===== src/sv/tmwf_pkg.sv =====
`timescale 1ns / 1ps
// ----------------------------------------------------------------------------
// Trimmed-mean window filter package
// Shared sample type, stage load struct and divide-by-three constants.
// ----------------------------------------------------------------------------
package tmwf_pkg;

  localparam int DATA_W = 32;
  localparam int SUM_W  = DATA_W + 2;   // exact sum of three samples
  localparam int MAG_W  = DATA_W + 1;   // magnitude of that sum
  localparam int RECIP_W = 32;
  localparam int PROD_W = MAG_W + RECIP_W;

  // ceil(2^33 / 3): exact quotient for every magnitude below 2^33.
  localparam logic [RECIP_W-1:0] DIV3_RECIP = 32'hAAAA_AAAB;
  localparam int DIV3_SHIFT = 33;

  typedef logic signed [DATA_W-1:0] sample_t;

  // Load strobes of the four datapath stages, starting with the cell row.
  typedef struct packed {
    logic ld1;
    logic ld2;
    logic ld3;
    logic ld4;
  } tmwf_stage_en_t;

endpackage


===== src/sv/tmwf_cell.sv =====
`timescale 1ns / 1ps
// ----------------------------------------------------------------------------
// Trimmed-mean window filter cell
// One window position: holds a history tap, passes it to its older neighbor
// on every accepted item and registers its value with its rank in the window.
// ----------------------------------------------------------------------------
module tmwf_cell #(
  parameter int WINDOW = 5,
  parameter int POS    = 0,
  parameter int RANK_W = $clog2(WINDOW)
) (
  input  logic                  clk,
  input  logic                  shift,
  input  tmwf_pkg::sample_t     din,
  input  tmwf_pkg::sample_t     win [WINDOW],
  output tmwf_pkg::sample_t     q,
  output tmwf_pkg::sample_t     val,
  output logic [RANK_W-1:0]     rank
);
  import tmwf_pkg::*;

  logic [RANK_W-1:0] rank_next;

  // The newest position is the incoming sample itself; older ones are taps.
  generate
    if (POS == WINDOW - 1) begin : g_live
      assign q = din;
    end else begin : g_tap
      sample_t tap;
      always_ff @(posedge clk) begin
        if (shift) begin
          tap <= din;
        end
      end
      assign q = tap;
    end
  endgenerate

  // Equal values are ordered by position, so the ranks form a permutation.
  always_comb begin
    rank_next = '0;
    for (int j = 0; j < WINDOW; j++) begin
      if (j < POS) begin
        if (win[j] <= q) rank_next = rank_next + RANK_W'(1);
      end else if (j > POS) begin
        if (win[j] < q) rank_next = rank_next + RANK_W'(1);
      end
    end
  end

  always_ff @(posedge clk) begin
    if (shift) begin
      val  <= q;
      rank <= rank_next;
    end
  end

endmodule


===== src/sv/tmwf_axis.sv =====
`timescale 1ns / 1ps
// ----------------------------------------------------------------------------
// Trimmed-mean window filter axis lane
// Row of cells for one axis, then selection of the three middle ranks,
// exact sum, magnitude, reciprocal multiply and sign restore.
// ----------------------------------------------------------------------------
module tmwf_axis #(
  parameter int WINDOW = 5
) (
  input  logic                     clk,
  input  tmwf_pkg::tmwf_stage_en_t en,
  input  tmwf_pkg::sample_t        sample,
  output tmwf_pkg::sample_t        mean
);
  import tmwf_pkg::*;

  localparam int RANK_W = $clog2(WINDOW);
  localparam int CENTER = (WINDOW - 1) / 2;

  sample_t           win   [WINDOW];
  sample_t           val1  [WINDOW];
  logic [RANK_W-1:0] rank1 [WINDOW];
  sample_t           sel   [3];

  logic signed [SUM_W-1:0] sum2;
  logic signed [SUM_W-1:0] sum_next;
  logic [MAG_W-1:0]        mag3;
  logic                    neg3;
  logic [PROD_W-1:0]       prod;
  logic [DATA_W-1:0]       quot4;
  logic                    neg4;

  // Oldest sample sits in cell 0; each cell loads from its newer neighbor.
  generate
    for (genvar k = 0; k < WINDOW; k++) begin : g_cell
      tmwf_cell #(.WINDOW(WINDOW), .POS(k), .RANK_W(RANK_W)) u_cell (
        .clk   (clk),
        .shift (en.ld1),
        .din   ((k == WINDOW - 1) ? sample : win[(k + 1) % WINDOW]),
        .win   (win),
        .q     (win[k]),
        .val   (val1[k]),
        .rank  (rank1[k])
      );
    end
  endgenerate

  always_comb begin
    for (int t = 0; t < 3; t++) begin
      sel[t] = '0;
    end
    for (int k = 0; k < WINDOW; k++) begin
      for (int t = 0; t < 3; t++) begin
        if (rank1[k] == RANK_W'(CENTER - 1 + t)) sel[t] = sel[t] | val1[k];
      end
    end
    sum_next = SUM_W'(sel[0]) + SUM_W'(sel[1]) + SUM_W'(sel[2]);
  end

  assign prod = PROD_W'(mag3) * PROD_W'(DIV3_RECIP);

  always_ff @(posedge clk) begin
    if (en.ld2) begin
      sum2 <= sum_next;
    end
    if (en.ld3) begin
      neg3 <= sum2[SUM_W-1];
      mag3 <= sum2[SUM_W-1] ? MAG_W'(-sum2) : MAG_W'(sum2);
    end
    if (en.ld4) begin
      neg4  <= neg3;
      quot4 <= prod[DIV3_SHIFT +: DATA_W];
    end
  end

  // Quotient of the magnitude, negated back: truncation toward zero.
  assign mean = neg4 ? sample_t'(-quot4) : sample_t'(quot4);

endmodule


===== config.mk =====
export PLATFORM = sky130hd
export DESIGN_NAME = tmwf_axis
export DESIGN_NICKNAME = d
export VERILOG_FILES = /design/src/sv/tmwf_pkg.sv /design/src/sv/tmwf_cell.sv /design/src/sv/tmwf_axis.sv
export SDC_FILE = /design/constraint.sdc
export NUM_CORES = 2
export LEC_CHECK = 0
export BUFFER_PORTS_ARGS = -buffer_cell sky130_fd_sc_hd__buf_2
export CORE_AREA = 2 2 237 263
export DETAILED_ROUTE_END_ITERATION = 12
export DIE_AREA = 0 0 239 265
export MAX_ROUTING_LAYER = met4
export PLACE_DENSITY = 0.81
export SYNTH_ARGS = -nofsm -noshare
export SYNTH_HDL_FRONTEND = slang
export SYNTH_SLANG_ARGS = --single-unit

===== constraint.sdc =====
create_clock -name clk -period 12.09 [get_ports clk]
set_input_delay 0.6045 -clock clk [delete_from_list [all_inputs] [get_ports clk]]
set_output_delay 0.6045 -clock clk [all_outputs]
set_load 0.005 [all_outputs]

After elaboration in Yosys (flattened, before gate mapping)
Index checks and enable logic that the tools add are counted.
{ "op_classes": {"n_addsub": 19, "multipliers": 1, "n_lt_le_gt_ge": 20, "eq_ne": 15, "muxes": 37, "n_bitwise": 12} }
{ "op_table": {"columns": ["cell", "count"], "rows": [
  ["$mux W32", 16],
  ["$or A32 B32 Y32", 12],
  ["$le A32 B32 Y1", 10],
  ["$lt A32 B32 Y1", 10],
  ["$mul A33 B32 Y65 const B", 1],
  ["$mux W3", 15],
  ["$add A33 B32 Y34", 1],
  ["$add A32 B32 Y33", 1],
  ["$mux W33", 1],
  ["$neg A33 Y33", 1],
  ["$neg A32 Y32", 1],
  ["$add A3 B1 Y3 const B", 10],
  ["$eq A3 B2 Y1 const B", 10],
  ["$eq A3 B1 Y1 const B", 5],
  ["$add A1 B1 Y2 const B", 5],
  ["$mux W1", 5]
]} }
{ "totals": {"register_bits": 276} }

Longest topological paths before layout
{ "logic_depth": {"depth_word": 12, "depth_mapped": 27, "mapped_depth_nobuf": 27} }

Hierarchy
Synthesis repeated with hierarchy kept, for this count alone.
{ "unflattened": {"cells_unflattened": 4817, "hier_area_um2": 49959.2} }
{ "by_module_without_submodules": {"columns": ["mod", "instances", "cells_per_inst", "area_each_um2", "seq_area_each_um2"], "rows": [
  ["tmwf_axis", 1, 2593, 25415.6, 3032.9],
  ["tmwf_cell at g_cell[2].u_cell", 1, 450, 5061.1, 2011.9],
  ["tmwf_cell at g_cell[3].u_cell", 1, 442, 5054.8, 2011.9],
  ["tmwf_cell at g_cell[0].u_cell", 1, 438, 5014.8, 2011.9],
  ["tmwf_cell at g_cell[1].u_cell", 1, 439, 4981.0, 2011.9],
  ["tmwf_cell at g_cell[4].u_cell", 1, 455, 4431.8, 1051.0]
]} }

Least setup slack after synthesis
No wires, ideal clock.
{ "synth_path": {"path_kind": "reg2reg", "from": "reg mag3[6]", "to": "reg quot4[26], data pin", "t_arrival_ns": 7.254, "setup_slack_ns": 4.570, "path_stages_with_launch": 26, "period_less_slack_ns": 7.520, "cell_sequence": "edfxtp_1 > ha_1 > xor2_1 > ha_1 > or2_2 > fa_1 > inv_1 > fa_1 > inv_1 > fa_1 > inv_1 > fa_1 > inv_1 > fa_1 > inv_1 > fa_1 > inv_1 > ha_1 > nand3_1 > a2111o_1 > a311o_1 > a2111oi_0 > o311ai_1 > a21oi_1 > o41ai_1 > xnor2_1"} }
{ "synth_between": {"elab_chain_len": 1} }
{ "synth_rtl": {"columns": ["item", "line", "rtl"], "rows": [
  ["from (decl)", "tmwf_axis.sv:27", "logic [MAG_W-1:0] mag3;"],
  ["from (signal assigned)", "tmwf_axis.sv:68", "mag3 <= sum2[SUM_W-1] ? MAG_W'(-sum2) : MAG_W'(sum2);"],
  ["$mul A33 B32 Y65", "tmwf_axis.sv:60", "assign prod = PROD_W'(mag3) * PROD_W'(DIV3_RECIP);"],
  ["net prod[59]", "tmwf_axis.sv:29", "logic [PROD_W-1:0] prod;"],
  ["to (signal assigned)", "tmwf_axis.sv:72", "quot4 <= prod[DIV3_SHIFT +: DATA_W];"],
  ["to (decl)", "tmwf_axis.sv:30", "logic [DATA_W-1:0] quot4;"]
]} }
The timed path passes the listed nets, and every way through them passes these cells.
A chain may end at the register's enable or synchronous reset.

Worst setup path in the final report
{ "layout_path": {"from": "reg mag3[1]", "to": "reg quot4[26], data pin"} }
Same word-level chain as after synthesis.

==> run metrics <==
outcome=finished clean; # Max-Cap Violations=0; worst endpoint required time=12.37 ns; initial antenna violation count=1; R2R depth=23; Rows=95; via count=30,000; clock sinks=276; nets=5,092; synthesis-to-layout area growth=5.76%; crit path max fanout=11; All-Layer GR Usage=38.4%; critical path's slowest cell=a2111oi_0; Worst Path Arrival=9.20 ns; Post-CTS Hold Buffers=0; largest net degree at the start of global routing=67; Final Setup Violations=0; Mapped Cells=3,869; Worst-path clk slew=0.06 ns; Clock Latency Late Sink=0.57 ns; Mean Syn Cell Area=10.1 µm²; Die Span X=239 µm; Hold Path Cell Cnt=1; Setup Fix Bufs, Post-CTS=0; Yosys warning count=0; CP dominant cell by count=fa_1; final setup TNS=0 ns; Max Clk Rate=0.112 GHz; CTS buffer count=34; die height=265 µm; Synth Flop Type=edfxtp_1; 1st-iter DRT viols=3,006; synthesis-stage register bit count=276; Hold Fails Final Rpt=0; CP Cell Sequence=ha_1 -> xor2_1 -> ha_1 -> inv_1 -> fa_1 -> inv_1 -> fa_1 -> fa_1 -> fa_1 -> fa_1 -> inv_1 -> fa_1 -> inv_1 -> ha_1 -> a21oi_1 -> a21oi_1 -> o211ai_1 -> a311o_1 -> a2111oi_0 -> o311ai_1 -> a21oi_1 -> o41ai_1 -> xnor2_1; Syn Nets=5,041; H-Tree Level Count=2; most common cell after layout, fill and taps aside=inv_1; startpoint types=flip-flop; critical setup path kind=reg2reg; Post-synth EDFFs=276; CTS tree=built; Setup Skew=0.0317 ns; die area=63,300 µm²; port buffer count=68; Post-route DRC=0; worst slew margin relative to its limit=9.06%; antenna violation net count after detailed routing=0; RSZ-0062 raised after global routing=no; CTS root buf=clkbuf_16; grt total ovfl=0; worst reg2reg setup slack=3.17 ns; Hold EP=g_cell[4].u_cell.val[0]; sequential-to-total area share from yosys stat=21.2%; RR Startpoint=mag3[1]; vias in the first global route=30,500; gpl congestion=1.05; synth unique cells=71; Syn Std Cell Area=39,100 µm²; Core Box Area=60,600 µm²; Hold Path Class=in2reg; WL final=116,000 µm; Starting Density=64.4%; worst-margin pin slew=1.36 ns; R2R Path End=quot4[26]; Final min period=8.92 ns; Post-synth ARST share=0%; most frequent cells in the layout=752 x inv_1, 739 x ha_1, 396 x fa_1; PostCTS Resize Cnt=0; layout cells sized above 1=4.34%; drt via density=6.35; Worst setup EP type=flip-flop; Period Utilization, post-route=73.8%; first-pass detailed-route iteration total=10; detailed placement HPWL=95,000 µm; min-delay src=sample[0]; clock tree buffer depth=3; crit-path max cell delay=1.04 ns; first-pass GRT wire length=177,000 µm; wire length per cell=24.6 µm; num ports=69; pins over their slew limit=0
==> worst max-delay path, delay by kind of cell, from the launching register on <==
family / cells / cell delay [ns]
compound gates: 8 / 2.71
buf+inv: 4 / 0.24
flops: 1 / 0.64
fa+ha+maj: 9 / 4.33
xor+xnor: 2 / 0.72
==> metal layers <==
layer / vias up / share of wire [%] / track usage [%] / routed length, µm
li1: 13700 / - / - / -
met1: 14400 / 36 / 43.3 / 41800
met2: 1442 / 49 / 64.5 / 56700
met3: 392 / 7.3 / 5.88 / 8490
met4: 0 / 7.6 / 23.3 / 8850
met5: - / 0 / - / 0
==> how the worst max path moves through the flow <==
stage / end / start
after global placement: quot4[26] / mag3[6]
after detailed placement: quot4[26] / mag3[1]
after global routing: quot4[26] / mag3[1]
after CTS: quot4[26] / mag3[1]
final: quot4[26] / mag3[1]
after floorplan: quot4[26] / mag3[6]
==> cell families (layout without fill, tap and decap cells) <==
logic type | after synthesis | after routing | share of synthesized area (%)
AO/OA/AOI/OAI | 783 | 783 | 13.9
XOR/XNOR | 166 | 166 | 3.76
adder cells (fa/ha/maj) | 1135 | 1135 | 44.0
buffers and inverters | 822 | 893 | 7.91
flip-flops | 276 | 276 | 21.2
multiplexers | 19 | 19 | 0.503
other | 0 | 2 | 0
AND/OR/NAND/NOR | 668 | 668 | 8.76
==> metrics by stage <==
stage	utilization, %	hold WS (ns)	area (µm²)	worst slack [ns]	cells
2_1_floorplan	-	0.400	39100	4.57	3869
3_3_place_gp	66.4	0.516	40300	3.50	4660
3_5_place_dp	66.4	0.524	40300	3.27	4660
4_1_cts	68.1	0.239	41300	3.25	4716
5_1_grt	68.1	0.249	41300	2.80	4717
6_report	68.1	0.250	41300	3.17	4718
==> flip-flops by register name, summed over array words and instances, names as in the netlist <==
name,flops
neg4,1
mag3,33
g_cell.u_cell.val,160
sum2,34
g_cell.u_cell.rank,15
quot4,32
neg3,1
==> cell usage after synthesis, types with 4 or more instances <==
library cell,number,area share [%]
a31o_2,4,0.090
edfxtp_1,276,21
or4_1,6,0.12
o311ai_0,4,0.090
nor2_1,100,0.96
and2_1,19,0.30
a22oi_1,126,2.4
a21oi_1,167,2.1
or3_1,13,0.21
nand3_1,69,0.88
mux2_2,5,0.14
nor2b_1,38,0.61
or2_2,8,0.13
nor4_1,17,0.27
a221oi_1,7,0.16
xor2_1,58,1.3
a21boi_0,5,0.096
nand2b_1,37,0.59
a2111oi_0,4,0.090
nand3b_1,5,0.096
a31oi_1,14,0.22
and4_1,9,0.20
xnor2_1,107,2.4
nand2_1,198,1.9
a222oi_1,67,1.7
o21ai_0,110,1.4
inv_1,752,7.2
o41ai_1,5,0.11
and3_1,8,0.13
ha_1,739,24
a211oi_1,13,0.25
o21a_1,25,0.48
clkbuf_1,68,0.65
nand4_1,83,1.3
fa_1,396,20
a21o_1,159,3.1
o21bai_1,6,0.12
mux2i_1,14,0.36
a211o_1,6,0.13
o211ai_1,13,0.25
o31ai_1,21,0.40
nor3b_1,11,0.21
nor3_1,29,0.37
and3b_1,5,0.11
==> final cells by class <==
cell class / instances / area (µm²)
multi-input cells: 2771 / 27700
repair buffers: 84 / 467
well taps: 776 / 971
fillers: 4783 / 19300
clock buffers: 38 / 866
clock inverters: 18 / 151
flip-flops and latches: 276 / 8290
diodes: 2 / 5.00
inverters: 753 / 2830
Power is not shown: default switching activity piles up to over one toggle a cycle in this logic, so the estimate is an artifact.
